<file path="src/rtl/periodic_timer_table_defines.svh">
// ---------------------------------------------------------------------------
// periodic_timer_table_defines: assertion macros
// Concurrent check wrappers used by the timer table modules; empty when
// synthesizing.
// ---------------------------------------------------------------------------
`ifndef PERIODIC_TIMER_TABLE_DEFINES_SVH
`define PERIODIC_TIMER_TABLE_DEFINES_SVH

`ifndef SYNTHESIS
// plain property checked at every clock edge outside reset
`define PTT_ASSERT(lbl, clk, rstn, prop) \
  lbl: assert property (@(posedge clk) disable iff (!rstn) (prop)) \
    else $error("%m: check failed");
// implication checked at every clock edge outside reset
`define PTT_ASSERT_IMPL(lbl, clk, rstn, ante, cons) \
  lbl: assert property (@(posedge clk) disable iff (!rstn) (ante) |-> (cons)) \
    else $error("%m: check failed");
`else
`define PTT_ASSERT(lbl, clk, rstn, prop)
`define PTT_ASSERT_IMPL(lbl, clk, rstn, ante, cons)
`endif

`endif

</file>
<file path="src/rtl/ptt_pkg.sv">
// ---------------------------------------------------------------------------
// ptt_pkg: shared types for the periodic timer table
// Field widths, operation and result codes, and the command and result beats
// passed between the front, queue and back.
// ---------------------------------------------------------------------------
package ptt_pkg;

  localparam int unsigned TimersDef   = 16;
  localparam int unsigned TimeBitsDef = 48;

  localparam int unsigned OP_W   = 2;
  localparam int unsigned IVL_W  = 27;
  localparam int unsigned NOW_W  = 48;
  localparam int unsigned KIND_W = 3;

  typedef enum logic [OP_W-1:0] {
    OP_ADD  = 2'd0,
    OP_DEL  = 2'd1,
    OP_TICK = 2'd2
  } op_e;

  typedef enum logic [KIND_W-1:0] {
    KIND_ADDED   = 3'd0,
    KIND_FULL    = 3'd1,
    KIND_DELETED = 3'd2,
    KIND_FIRED   = 3'd3,
    KIND_DONE    = 3'd4
  } kind_e;

  typedef enum logic [1:0] {
    ST_IDLE   = 2'd0,
    ST_SCAN   = 2'd1,
    ST_FINISH = 2'd2
  } state_e;

  // classified command beat
  typedef struct packed {
    op_e              op;
    logic [IVL_W-1:0] ivl;
    logic [NOW_W-1:0] now;
  } cmd_t;

  // result beat
  typedef struct packed {
    kind_e            kind;
    logic [IVL_W-1:0] ivl;
    logic             last;
  } res_t;

endpackage

</file>
<file path="src/rtl/ptt_ram.sv">
// ---------------------------------------------------------------------------
// ptt_ram: generic single-port-write, single-port-read RAM
// One write and one registered read per cycle.
// ---------------------------------------------------------------------------
module ptt_ram #(
  parameter int unsigned WIDTH = 8,
  parameter int unsigned DEPTH = 16,
  parameter int unsigned AW    = (DEPTH > 1) ? $clog2(DEPTH) : 1
) (
  input  logic             clk_i,
  input  logic             we_i,
  input  logic [AW-1:0]    waddr_i,
  input  logic [WIDTH-1:0] wdata_i,
  input  logic [AW-1:0]    raddr_i,
  output logic [WIDTH-1:0] rdata_o
);

  logic [WIDTH-1:0] mem_q [DEPTH];
  logic [WIDTH-1:0] rdata_q;

  // write port and registered read port
  always_ff @(posedge clk_i) begin
    if (we_i) begin
      mem_q[waddr_i] <= wdata_i;
    end
    rdata_q <= mem_q[raddr_i];
  end

  assign rdata_o = rdata_q;

endmodule

</file>
<file path="src/rtl/ptt_front.sv">
// ---------------------------------------------------------------------------
// ptt_front: input stage of the timer table
// Takes input beats, drops unused operation codes, trims the time to the
// timer width and offers the command to the queue.
// ---------------------------------------------------------------------------
module ptt_front #(
  parameter int unsigned TIME_BITS = ptt_pkg::TimeBitsDef
) (
  input  logic                      clk_i,
  input  logic                      rst_ni,
  input  logic                      in_valid_i,
  output logic                      in_stall_o,
  input  logic [ptt_pkg::OP_W-1:0]  operation_i,
  input  logic [ptt_pkg::IVL_W-1:0] interval_ms_i,
  input  logic [ptt_pkg::NOW_W-1:0] now_ms_i,
  output logic                      push_o,
  output ptt_pkg::cmd_t             push_cmd_o,
  input  logic                      full_i
);
  import ptt_pkg::*;

  logic  hold_v_q, hold_v_d;
  cmd_t  hold_q;
  cmd_t  cls_cmd;
  logic  cls_keep;
  logic  accept;

  // classify the incoming beat
  always_comb begin
    cls_cmd     = '0;
    cls_cmd.ivl = interval_ms_i;
    cls_cmd.now = NOW_W'(TIME_BITS'(now_ms_i));
    cls_keep    = 1'b1;
    case (operation_i)
      OP_ADD:  cls_cmd.op = OP_ADD;
      OP_DEL:  cls_cmd.op = OP_DEL;
      OP_TICK: cls_cmd.op = OP_TICK;
      default: cls_keep   = 1'b0;
    endcase
  end

  assign in_stall_o = hold_v_q && full_i;
  assign accept     = in_valid_i && !in_stall_o;
  assign push_o     = hold_v_q;
  assign push_cmd_o = hold_q;

  // holding register toward the queue
  always_comb begin
    hold_v_d = hold_v_q;
    if (accept) begin
      hold_v_d = cls_keep;
    end else if (hold_v_q && !full_i) begin
      hold_v_d = 1'b0;
    end
  end

  always_ff @(posedge clk_i or negedge rst_ni) begin
    if (!rst_ni) begin
      hold_v_q <= 1'b0;
    end else begin
      hold_v_q <= hold_v_d;
    end
  end

  always_ff @(posedge clk_i) begin
    if (accept) begin
      hold_q <= cls_cmd;
    end
  end

endmodule

</file>
<file path="src/rtl/ptt_queue.sv">
// ---------------------------------------------------------------------------
// ptt_queue: two-entry command queue
// Decouples the input stage from the table engine.
// ---------------------------------------------------------------------------
`include "periodic_timer_table_defines.svh"

module ptt_queue (
  input  logic          clk_i,
  input  logic          rst_ni,
  input  logic          push_i,
  input  ptt_pkg::cmd_t push_cmd_i,
  output logic          full_o,
  input  logic          pop_i,
  output ptt_pkg::cmd_t pop_cmd_o,
  output logic          empty_o
);
  import ptt_pkg::*;

  cmd_t       entry_q [2];
  logic       wr_ptr_q, wr_ptr_d;
  logic       rd_ptr_q, rd_ptr_d;
  logic [1:0] cnt_q, cnt_d;
  logic       do_push;

  assign full_o    = (cnt_q == 2'd2);
  assign empty_o   = (cnt_q == 2'd0);
  assign do_push   = push_i && !full_o;
  assign pop_cmd_o = entry_q[rd_ptr_q];

  // pointer and fill count update
  always_comb begin
    wr_ptr_d = wr_ptr_q;
    rd_ptr_d = rd_ptr_q;
    cnt_d    = cnt_q;
    if (do_push) begin
      wr_ptr_d = ~wr_ptr_q;
    end
    if (pop_i) begin
      rd_ptr_d = ~rd_ptr_q;
    end
    if (do_push && !pop_i) begin
      cnt_d = cnt_q + 2'd1;
    end else if (!do_push && pop_i) begin
      cnt_d = cnt_q - 2'd1;
    end
  end

  always_ff @(posedge clk_i or negedge rst_ni) begin
    if (!rst_ni) begin
      wr_ptr_q <= 1'b0;
      rd_ptr_q <= 1'b0;
      cnt_q    <= 2'd0;
    end else begin
      wr_ptr_q <= wr_ptr_d;
      rd_ptr_q <= rd_ptr_d;
      cnt_q    <= cnt_d;
    end
  end

  always_ff @(posedge clk_i) begin
    if (do_push) begin
      entry_q[wr_ptr_q] <= push_cmd_i;
    end
  end

  `PTT_ASSERT(a_cnt_range, clk_i, rst_ni, cnt_q <= 2'd2)
  `PTT_ASSERT_IMPL(a_no_pop_empty, clk_i, rst_ni, pop_i, cnt_q != 2'd0)

endmodule

</file>
<file path="src/rtl/ptt_back.sv">
// ---------------------------------------------------------------------------
// ptt_back: timer table engine
// Scans the slot table one entry a cycle, save stalled tick fires, through a
// registered-read RAM; applies add, delete, tick; drives the result register.
// ---------------------------------------------------------------------------
`include "periodic_timer_table_defines.svh"

module ptt_back #(
  parameter int unsigned TIMERS    = ptt_pkg::TimersDef,
  parameter int unsigned TIME_BITS = ptt_pkg::TimeBitsDef
) (
  input  logic          clk_i,
  input  logic          rst_ni,
  input  logic          empty_i,
  input  ptt_pkg::cmd_t cmd_i,
  output logic          pop_o,
  output logic          out_valid_o,
  input  logic          out_stall_i,
  output ptt_pkg::res_t res_o
);
  import ptt_pkg::*;

  localparam int unsigned IDXW = (TIMERS > 1) ? $clog2(TIMERS) : 1;
  localparam int unsigned CNTW = $clog2(TIMERS + 1);
  localparam int unsigned RW   = IVL_W + TIME_BITS;

  state_e              state_q, state_d;
  cmd_t                cmd_q, cmd_d;
  logic [CNTW-1:0]     idx_q, idx_d;
  logic                chk_v_q, chk_v_d;
  logic [IDXW-1:0]     chk_idx_q, chk_idx_d;
  logic                hit_v_q, hit_v_d;
  logic [IDXW-1:0]     hit_idx_q, hit_idx_d;
  logic                free_v_q, free_v_d;
  logic [IDXW-1:0]     free_idx_q, free_idx_d;
  logic [TIMERS-1:0]   slot_valid_q;
  logic                out_v_q, out_v_d;
  res_t                res_q, res_d;
  logic                emit, adv, out_free;
  logic                valid_clr, valid_set;

  logic                ram_we;
  logic [IDXW-1:0]     ram_waddr, ram_raddr;
  logic [RW-1:0]       ram_wdata, ram_rdata;

  logic [TIME_BITS-1:0] now_w, rd_exp, iv_ext;
  logic [IVL_W-1:0]     rd_ivl;
  logic                 slot_on, match, due;

  ptt_ram #(
    .WIDTH (RW),
    .DEPTH (TIMERS),
    .AW    (IDXW)
  ) u_slot_ram (
    .clk_i   (clk_i),
    .we_i    (ram_we),
    .waddr_i (ram_waddr),
    .wdata_i (ram_wdata),
    .raddr_i (ram_raddr),
    .rdata_o (ram_rdata)
  );

  // compare stage on the slot just read
  assign now_w    = TIME_BITS'(cmd_q.now);
  assign rd_ivl   = ram_rdata[TIME_BITS +: IVL_W];
  assign rd_exp   = ram_rdata[TIME_BITS-1:0];
  assign iv_ext   = TIME_BITS'(rd_ivl);
  assign slot_on  = slot_valid_q[chk_idx_q];
  assign match    = slot_on && (rd_ivl == cmd_q.ivl);
  assign due      = slot_on && (now_w >= iv_ext) && (rd_exp < (now_w - iv_ext));
  assign out_free = !out_v_q || !out_stall_i;

  // sequencer: next state, scan pointer and result beat
  always_comb begin
    state_d    = state_q;
    cmd_d      = cmd_q;
    idx_d      = idx_q;
    chk_v_d    = chk_v_q;
    chk_idx_d  = chk_idx_q;
    hit_v_d    = hit_v_q;
    hit_idx_d  = hit_idx_q;
    free_v_d   = free_v_q;
    free_idx_d = free_idx_q;
    pop_o      = 1'b0;
    ram_raddr  = chk_idx_q;
    ram_we     = 1'b0;
    ram_waddr  = chk_idx_q;
    ram_wdata  = '0;
    emit       = 1'b0;
    adv        = 1'b0;
    res_d      = res_q;
    valid_clr  = 1'b0;
    valid_set  = 1'b0;
    case (state_q)
      ST_IDLE: begin
        if (!empty_i) begin
          pop_o    = 1'b1;
          cmd_d    = cmd_i;
          state_d  = ST_SCAN;
          idx_d    = '0;
          chk_v_d  = 1'b0;
          hit_v_d  = 1'b0;
          free_v_d = 1'b0;
        end
      end
      ST_SCAN: begin
        if (chk_v_q) begin
          case (cmd_q.op)
            OP_ADD: begin
              adv = 1'b1;
              if (match && !hit_v_q) begin
                hit_v_d   = 1'b1;
                hit_idx_d = chk_idx_q;
              end
              if (!slot_on && !free_v_q) begin
                free_v_d   = 1'b1;
                free_idx_d = chk_idx_q;
              end
            end
            OP_DEL: begin
              adv = 1'b1;
              if (match && !hit_v_q) begin
                hit_v_d   = 1'b1;
                valid_clr = 1'b1;
              end
            end
            OP_TICK: begin
              if (due) begin
                if (out_free) begin
                  adv       = 1'b1;
                  emit      = 1'b1;
                  res_d     = '{kind: KIND_FIRED, ivl: rd_ivl, last: 1'b0};
                  ram_we    = 1'b1;
                  ram_wdata = {rd_ivl, rd_exp + iv_ext};
                end
              end else begin
                adv = 1'b1;
              end
            end
            default: adv = 1'b1;
          endcase
        end
        // issue the next read, or hold the current slot on a stall
        if (!chk_v_q || adv) begin
          if (idx_q != CNTW'(TIMERS)) begin
            ram_raddr = idx_q[IDXW-1:0];
            chk_v_d   = 1'b1;
            chk_idx_d = idx_q[IDXW-1:0];
            idx_d     = idx_q + CNTW'(1);
          end else begin
            chk_v_d = 1'b0;
            state_d = ST_FINISH;
          end
        end
      end
      ST_FINISH: begin
        if (out_free) begin
          emit    = 1'b1;
          state_d = ST_IDLE;
          case (cmd_q.op)
            OP_ADD: begin
              if (hit_v_q || free_v_q) begin
                ram_we    = 1'b1;
                ram_waddr = hit_v_q ? hit_idx_q : free_idx_q;
                ram_wdata = {cmd_q.ivl, now_w};
                valid_set = 1'b1;
                res_d     = '{kind: KIND_ADDED, ivl: cmd_q.ivl, last: 1'b1};
              end else begin
                res_d = '{kind: KIND_FULL, ivl: cmd_q.ivl, last: 1'b1};
              end
            end
            OP_DEL:  res_d = '{kind: KIND_DELETED, ivl: cmd_q.ivl, last: 1'b1};
            default: res_d = '{kind: KIND_DONE, ivl: '0, last: 1'b1};
          endcase
        end
      end
      default: state_d = ST_IDLE;
    endcase
  end

  // result register
  always_comb begin
    out_v_d = out_v_q;
    if (emit) begin
      out_v_d = 1'b1;
    end else if (!out_stall_i) begin
      out_v_d = 1'b0;
    end
  end

  always_ff @(posedge clk_i or negedge rst_ni) begin
    if (!rst_ni) begin
      state_q  <= ST_IDLE;
      chk_v_q  <= 1'b0;
      hit_v_q  <= 1'b0;
      free_v_q <= 1'b0;
      idx_q    <= '0;
      out_v_q  <= 1'b0;
    end else begin
      state_q  <= state_d;
      chk_v_q  <= chk_v_d;
      hit_v_q  <= hit_v_d;
      free_v_q <= free_v_d;
      idx_q    <= idx_d;
      out_v_q  <= out_v_d;
    end
  end

  // slot valid bits
  always_ff @(posedge clk_i or negedge rst_ni) begin
    if (!rst_ni) begin
      slot_valid_q <= '0;
    end else begin
      if (valid_clr) begin
        slot_valid_q[chk_idx_q] <= 1'b0;
      end
      if (valid_set) begin
        slot_valid_q[ram_waddr] <= 1'b1;
      end
    end
  end

  always_ff @(posedge clk_i) begin
    cmd_q      <= cmd_d;
    chk_idx_q  <= chk_idx_d;
    hit_idx_q  <= hit_idx_d;
    free_idx_q <= free_idx_d;
    if (emit) begin
      res_q <= res_d;
    end
  end

  assign out_valid_o = out_v_q;
  assign res_o       = res_q;

  `PTT_ASSERT_IMPL(a_finish_no_chk, clk_i, rst_ni, state_q == ST_FINISH, !chk_v_q)
  `PTT_ASSERT_IMPL(a_we_phase, clk_i, rst_ni, ram_we,
    (state_q == ST_SCAN && cmd_q.op == OP_TICK) || state_q == ST_FINISH)
  `PTT_ASSERT(a_idx_range, clk_i, rst_ni, idx_q <= CNTW'(TIMERS))
  `PTT_ASSERT_IMPL(a_fired_not_last, clk_i, rst_ni,
    out_v_q && res_q.kind == KIND_FIRED, !res_q.last)

endmodule

</file>
<file path="src/rtl/periodic_timer_table.sv">
// ---------------------------------------------------------------------------
// periodic_timer_table: table of periodic millisecond timers
// Add, delete and tick commands on a slot table keyed by interval.
// ---------------------------------------------------------------------------
// Usage:
//   The input channel (in_valid_i / in_stall_o) takes one command beat:
//   operation_i selects add, delete or tick; interval_ms_i names the timer
//   and now_ms_i carries the current time. Operation code 3 is dropped.
//   The output channel (out_valid_o / out_stall_i) returns result beats;
//   last_o marks the final beat of a command. Add and delete give one beat,
//   a tick gives one beat per fired timer and a closing tick-done beat.
//   Every command walks the slot RAM one slot a cycle, except while a tick
//   scan waits on a stalled output. Up to three commands can be buffered
//   ahead of the engine while it works.
//   While out_stall_i is high the held beat stays put and the scan pauses
//   on the slot that wants to fire. Reset clears all slot valid bits at
//   once; the slot RAM needs no clearing pass.
// ---------------------------------------------------------------------------
module periodic_timer_table #(
  parameter int unsigned TIMERS    = ptt_pkg::TimersDef,
  parameter int unsigned TIME_BITS = ptt_pkg::TimeBitsDef
) (
  input  logic                       clk_i,
  input  logic                       rst_ni,
  input  logic                       in_valid_i,
  output logic                       in_stall_o,
  input  logic [ptt_pkg::OP_W-1:0]   operation_i,
  input  logic [ptt_pkg::IVL_W-1:0]  interval_ms_i,
  input  logic [ptt_pkg::NOW_W-1:0]  now_ms_i,
  output logic                       out_valid_o,
  input  logic                       out_stall_i,
  output logic [ptt_pkg::KIND_W-1:0] kind_o,
  output logic [ptt_pkg::IVL_W-1:0]  fired_interval_o,
  output logic                       last_o
);
  import ptt_pkg::*;

  logic push, full, pop, empty;
  cmd_t push_cmd, pop_cmd;
  res_t res;

  // input register and classification
  ptt_front #(
    .TIME_BITS (TIME_BITS)
  ) u_front (
    .clk_i         (clk_i),
    .rst_ni        (rst_ni),
    .in_valid_i    (in_valid_i),
    .in_stall_o    (in_stall_o),
    .operation_i   (operation_i),
    .interval_ms_i (interval_ms_i),
    .now_ms_i      (now_ms_i),
    .push_o        (push),
    .push_cmd_o    (push_cmd),
    .full_i        (full)
  );

  // command queue
  ptt_queue u_queue (
    .clk_i      (clk_i),
    .rst_ni     (rst_ni),
    .push_i     (push),
    .push_cmd_i (push_cmd),
    .full_o     (full),
    .pop_i      (pop),
    .pop_cmd_o  (pop_cmd),
    .empty_o    (empty)
  );

  // table engine
  ptt_back #(
    .TIMERS    (TIMERS),
    .TIME_BITS (TIME_BITS)
  ) u_back (
    .clk_i       (clk_i),
    .rst_ni      (rst_ni),
    .empty_i     (empty),
    .cmd_i       (pop_cmd),
    .pop_o       (pop),
    .out_valid_o (out_valid_o),
    .out_stall_i (out_stall_i),
    .res_o       (res)
  );

  assign kind_o           = res.kind;
  assign fired_interval_o = res.ivl;
  assign last_o           = res.last;

endmodule
</file>
<file path="config.mk">
export PLATFORM = sky130hd
export DESIGN_NAME = periodic_timer_table
export DESIGN_NICKNAME = d
export VERILOG_FILES = /design/src/rtl/ptt_pkg.sv /design/src/rtl/ptt_ram.sv /design/src/rtl/ptt_front.sv /design/src/rtl/ptt_queue.sv /design/src/rtl/ptt_back.sv /design/src/rtl/periodic_timer_table.sv
export VERILOG_INCLUDE_DIRS = /design/src /design/src/rtl
export SDC_FILE = /design/constraint.sdc
export NUM_CORES = 2
export LEC_CHECK = 0
export ABC_AREA = 1
export BUFFER_PORTS_ARGS = -buffer_cell sky130_fd_sc_hd__buf_4
export CAP_MARGIN = 10
export CORE_AREA = 3 3 411 413
export CTS_BUF_LIST = sky130_fd_sc_hd__clkbuf_8 sky130_fd_sc_hd__clkbuf_16
export DETAILED_ROUTE_END_ITERATION = 6
export DIE_AREA = 0 0 414 416
export RECOVER_POWER = 100
export SLEW_MARGIN = 20
export SYNTH_ARGS = -nofsm -noshare
export SYNTH_HDL_FRONTEND = slang
export SYNTH_SLANG_ARGS = --single-unit
export TNS_END_PERCENT = 50
</file>
<file path="constraint.sdc">
create_clock -name clk_i -period 10.4 [get_ports clk_i]
set_clock_uncertainty 0.05 [all_clocks]
set_input_delay 2.08 -clock clk_i [delete_from_list [all_inputs] [get_ports clk_i]]
set_output_delay 2.08 -clock clk_i [all_outputs]
set_load 0.01 [all_outputs]
</file>
; After elaboration in Yosys (flattened, before gate mapping)
; Memories as Yosys holds them, arrays and structs flattened. A register that Yosys moved wholly into a read port is not among the register bits.
; Cells that the tools add are included.
[totals]
reg_bits = 152
mem_bits_rw = 1354
inputBits = 81
wordCells = 191
memories = 2
[op_classes]
add_sub_neg = 5
order_cmp = 6
n_eq_ne = 23
mux = 85
bitwise = 6
reduce_logical = 44
[mem_list]
columns = memory, depth, word_bits, read_ports, rd_clocked_by_memory_dff, wr, line
row1 = u_back.u_slot_ram.mem_q, 16, 75, 1, 1, 1, ptt_ram.sv:18  ; logic [WIDTH-1:0] mem_q [DEPTH];
row2 = u_queue.entry_q, 2, 77, 1, 1, 1, ptt_queue.sv:19  ; cmd_t entry_q [2];
[op_table]
columns = operator, n
row1 = 75-bit two-way mux, 7
row2 = 31-bit two-way mux, 5
row3 = 75-bit case mux with 2 select lines, 1
row4 = 31-bit case mux with 2 select lines, 2
row5 = 48-bit by 27-bit adder with 48-bit output, 1
row6 = 48-bit by 27-bit greater-or-equal comparator with 1-bit output, 1
row7 = 48-bit less-than comparator, 1
row8 = 48-bit by 27-bit subtractor with 48-bit output, 1
row9 = 1-bit two-way mux, 39
row10 = 16-bit two-way mux, 2
row11 = 4-bit two-way mux, 8
row12 = 29-bit two-way mux, 1
row13 = 27-bit == test, 1
row14 = "2-bit by 1-bit != test with 1-bit output, second input constant", 10
row15 = 16-bit AND, 1
row16 = 16-bit inverter, 1
row17 = 16-bit OR, 1
row18 = 4-bit AND reduction, 4
row19 = 5-bit two-way mux, 3
row20 = 1-bit logical AND, 12
row21 = 2-bit two-way mux, 6
row22 = 1-bit zero test, 10
row23 = "4-bit by 5-bit less-than comparator with 1-bit output, second input constant", 2
row24 = 1-bit case mux with 2 select lines, 5
row25 = other kinds (23), 44

; Depth between registers and ports, before layout
[logic_depth]
ltp_word = 11
depth_mapped = 39

; Cells and area by module
; Synthesis repeated with hierarchy kept, for this count alone.
[unflattened]
cells_unflattened = 7119
area_unflattened_um2 = 74585.3
[by_module_without_submodules]
columns = mod, n_inst, cells_per_inst, area_each_um2, seq_area_each_um2
row1 = ptt_ram, 1, 4929, 53113.4, 37536.0
row2 = ptt_back, 1, 1832, 13236.4, 4239.1
row3 = ptt_queue, 1, 269, 5854.4, 4724.5
row4 = ptt_front, 1, 89, 2381.0, 2337.2

; Worst setup path before layout
; Ideal clock, no wire load.
[synth_path]
path_kind = register to register
from = reg u_back.u_slot_ram.rdata_q[49] (netlist: u_back.u_slot_ram.rdata_o[49]) (read register of u_back.u_slot_ram.mem_q)
to = mem u_back.u_slot_ram.mem_q[11][0] (netlist bit), enable pin
setup_ns = 0.509
t_arrival_ns = 7.209
setup_slack_ns = 2.632
stages_incl_launch_ff = 31
path_buffers = 1
synth_period_minus_slack_ns = 7.768
cell_sequence = dfxtp_1 -> inv_1 -> ha_1 -> nand2_1 -> o21ai_0 -> a21oi_1 -> o21bai_1 -> nand2_1 -> nand2_1 -> a21oi_1 -> o21ai_0 -> nand2_1 -> nand2_1 -> nand3_1 -> nand2_1 -> xor2_1 -> ha_1 -> nand2_1 -> inv_1 -> nand2_1 -> nand2_1 -> nand2_1 -> nand2_1 -> a21oi_1 -> nand2_1 -> nor2_2 -> nand3_1 -> nor4_2 -> o21ai_1 -> clkbuf_1 -> nor2_1
[synth_via]
elab_chain_cells = 9
word_cells_on_any_way = 11
classes_between = add/sub: 1 / order compare: 2 / mux: 6 / reduce/logical: 2
[synth_lines]
columns = item, line
row1 = start: declaration, ptt_ram.sv:19  ; logic [WIDTH-1:0] rdata_q;
row2 = 48-bit by 27-bit subtractor with 48-bit output or 48-bit by 27-bit greater-or-equal comparator with 1-bit output (tied branches), ptt_back.sv:70  ; assign due = slot_on && (now_w >= iv_ext) && (rd_exp < (now_w - iv_ext));
row3 = 48-bit less-than comparator or 1-bit logical AND (tied branches), ptt_back.sv:70
row4 = 1-bit logical AND (*), ptt_back.sv:70
row5 = 1-bit two-way mux (*), ptt_back.sv:128  ; if (due) begin
row6 = 1-bit two-way mux (*), ptt_back.sv:108  ; case (cmd_q.op)
row7 = 1-bit two-way mux (*), ptt_back.sv:107  ; if (chk_v_q) begin
row8 = 1-bit case mux with 2 select lines (*), ptt_back.sv:94  ; case (state_q)
row9 = 1-bit two-way mux (*), ptt_ram.sv:23  ; if (we_i) begin
row10 = 1-bit two-way mux (not written as such) (*), ptt_ram.sv:24  ; mem_q[waddr_i] <= wdata_i;
row11 = end: declaration, ptt_ram.sv:18
; Every way passes the cells marked *; elsewhere a longest branch is shown, timed or not.

; Worst setup path after layout
[layout_path]
from = reg u_back.u_slot_ram.rdata_q[49] (netlist: u_back.u_slot_ram.rdata_o[49]) (read register of u_back.u_slot_ram.mem_q)
to = mem u_back.u_slot_ram.mem_q[7][60] (netlist bit), enable pin
; Same word-level chain as after synthesis.

==> results.toml <==
[outcome]
status = "finished, violations left"
violations = "capacitance limit, slew limit"

[logic_synthesis]
synth-edff-count = 1547
netlist.area_leader.share_pct = 62.41
synth_seq_cells = 1658
postSynthCellCount = 7304
synth_largest_area_cell = "edfxtp_1"
ys_types = 51
synth.most_common_cell = "nand2_1"
synthTopCellsByArea = "edfxtp_1, nand3_1, nand2_1"
yosysSeqAreaShare_pct = 65.61
synth_flop_cell = "edfxtp_1"
postSynthNetCount = 7494
syn_area_sq_um = 74430
async_flop_share_pct = 1.930
synth_common_cells = "nand2_1, edfxtp_1, nand3_1, inv_1, buf_2"
syn_area_per_cell_sq_um = 10.19
ys_warn_count = 0

[layout]
multi_input_comb_area_sq_um = 18840
instances_no_fill = 9690
fin_nets = 7547
post-route-util_pct = 50.16
drive_above_1_share_pct = 5.907
syn2layout_area_growth_pct = 11.31
filler_cell_count = 14900
seq_area_sq_um = 48840

[clock_tree]
cts_tree = "built"
cts_num_sinks = 1658
clk_latency_ns = 0.81
post_cts_buffers = 0
htreeDepth = 4
cts_resized = 0
clkTransAtPathRegs_ns = 0.06
clock_path_buffers = 3
ctsRootBufferMaster = "clkbuf_16"
hold_buffers = 0
cts_inserted_buffers = 170

[critical_path]
path_class = "register to register"
cp-end-kind = "register"
cpMaxStageDelayCell = "nor2_1"
cp_max_fo = 55
setup.worst_path.start_class = "register"
arrival_ns = 9.47
worstPathRequired_ns = 10.74
cpPeakStageDelay_ns = 1.43
crit_top_cell = "nand2_1"

[grt]
grt_max_degree = 141
grt_pass1_wl_um = 321500
grt_usage_pct = 24.82
grt_overflow_total = 0
first_global_vias = 49230
antenna_found_initial = 2

[timing]
tightest_slew_ns = 4.661
setup_viol = 0
clock.fmax_mhz = 109.6
period_needed_ns = 9.128
hold_viol = 0
min_period_over_period_pct = 87.77
hold_ws_ns = 0.3941
fin_setup_tns_ns = 0
relSlewSlack_pct = -210.7
rsz0062_at_grt = "no"
finalMaxSlewViolations = 1674

[placed_design]
io_buffers = 113
dp_hpwl_um = 119600
place_inst = 9373
gp_congestion = 0.9387

[floorplanning]
rows = 149
initial_core_util_pct = 45.06
dieHeight_um = 416
die_w_um = 414
die_area_sq_um = 172200
core_sq_um = 165200
pin_count = 114

[route]
first_pass_iters = 6
vias_per_cell = 5.356
drt_iter0_drc = 5681
num_vias = 51900
post_drt_wl_per_cell_um = 22.40
ant_nets = 0
drc_errors = 0
drt-total-wl_um = 217000

[worst_hold_path]
hp-class = "register to register"

[power]
irDropWorstVdd_uv = 380.8
p_leak_nw = 35.11
powerDensity_nw_per_um2 = 304.1
p_total_mw = 25.19

[job]
cap_viol_max_count = 36
## per-layer routing
layer / track usage, % / part of all wire (%) / up-vias
li1: - / - / 24240
met1: 32.95 / 41 / 25100
met2: 41.43 / 48 / 2129
met3: 3.993 / 7.8 / 441
met4: 8.822 / 3.8 / 0
met5: 0 / 0 / -
## sequential cells by signal, summed over array words and instances (netlist names)
| name | cells |
|---|---|
| u_back.res_o | 31 |
| u_back.cmd_q | 29 |
| u_back.u_slot_ram.mem_q | 1200 |
| u_queue.cnt_q | 2 |
| u_front.push_cmd_o | 77 |
| u_back.hit_v_q | 1 |
| u_back.slot_valid_q | 16 |
| u_back.free_idx_q | 4 |
| u_back.free_v_q | 1 |
| u_back.idx_q | 5 |
| u_back.now_w | 48 |
| u_back.chk_v_q | 1 |
| u_queue.entry_q | 154 |
| u_queue.rd_ptr_q | 1 |
| u_back.out_valid_o | 1 |
| u_back.u_slot_ram.rdata_o | 75 |
| u_back.hit_idx_q | 4 |
| u_queue.wr_ptr_q | 1 |
| u_front.push_o | 1 |
| u_back.chk_idx_q | 4 |
| u_back.state_q | 2 |
## layout by cell type, fill, tap and decap left out, types with 18 or more instances in the layout
cell type  count
xnor2_1       31
nand3_1     1515
edfxtp_1    1547
dfrtp_1       31
clkinv_2      34
clkbuf_16    174
nor3_1        23
o21ai_0      115
inv_1       1436
clkbuf_4      73
dfxtp_1       79
ha_1         107
clkbuf_1      76
nand4_1       18
nand2_1     1592
a21oi_1      162
clkinv_1      21
xor2_1        45
o22ai_1       20
buf_4         40
nor2_1       157
## power breakdown
group / switching (mW) / total, mW / internal [mW]
Sequential: 0.779 / 8.86 / 8.09
Combinational: 7.30 / 10.3 / 2.96
Clock: 2.59 / 6.06 / 3.47
## critical path: cells and delay by family (launching register included)
family,cells,cell delay [ns]
adder cells (fa/ha/maj),2,0.58
flip-flops,1,0.48
AO/OA/AOI/OAI,7,1.95
XOR/XNOR,1,0.16
AND/OR/NAND/NOR,17,3.56
buffers and inverters,5,1.82
## path summary, 6_finish.rpt
path / endpoint / startpoint / cells past startpoint / slack, ns
worst max-delay path: u_back.u_slot_ram.mem_q[7][60]$_DFFE_PP_ / u_back.u_slot_ram.rdata_o[49]$_DFF_P_ / 32 / 1.27
worst min-delay path: u_queue.entry_q[1][60]$_DFFE_PP_ / u_front.push_cmd_o[60]$_DFFE_PP_ / 0 / 0.39
worst max register to register: u_back.u_slot_ram.mem_q[7][60]$_DFFE_PP_ / u_back.u_slot_ram.rdata_o[49]$_DFF_P_ / 32 / 1.27
worst min register to register: u_queue.entry_q[1][60]$_DFFE_PP_ / u_front.push_cmd_o[60]$_DFFE_PP_ / 0 / 0.39
max in group asynchronous: u_queue.rd_ptr_q$_DFFE_PN0P_ / rst_ni / 1 / 7.26
min in group asynchronous: u_back.idx_q[3]$_DFFE_PN0P_ / rst_ni / 1 / 1.76
## per-stage QoR
stage / worst slack (ns) / instance area [sq um]
floorplan: 2.632 / 74430
global placement: 2.344 / 77830
detailed placement: 2.377 / 77900
CTS: 2.331 / 83490
global route: 0.8247 / 82850
finish: 1.272 / 82850
## cell type report
| class | count | share of cell area (%) |
|---|---|---|
| inverters | 1404 | 6.373 |
| multi-input cells | 3899 | 22.74 |
| well taps | 2189 | 3.306 |
| clock inverters | 131 | 1.327 |
| clock buffers | 184 | 5.421 |
| repair buffers | 224 | 1.879 |
| flip-flops and latches | 1658 | 58.95 |
| diodes | 1 | 0.003020 |
## logic make-up (layout without fill, tap and decap cells)
| family | after synthesis | in the layout | share of synthesized area, % |
|---|---|---|---|
| AO/OA/AOI/OAI | 365 | 365 | 2.693 |
| XOR/XNOR | 76 | 76 | 0.8943 |
| adder cells (fa/ha/maj) | 109 | 109 | 1.852 |
| buffers and inverters | 1747 | 1943 | 9.239 |
| flip-flops | 1658 | 1658 | 65.61 |
| multiplexers | 2 | 2 | 0.03026 |
| other | 0 | 1 | 0 |
| AND/OR/NAND/NOR | 3347 | 3347 | 19.68 |
Note: power is estimated with default switching activity, not from simulation.
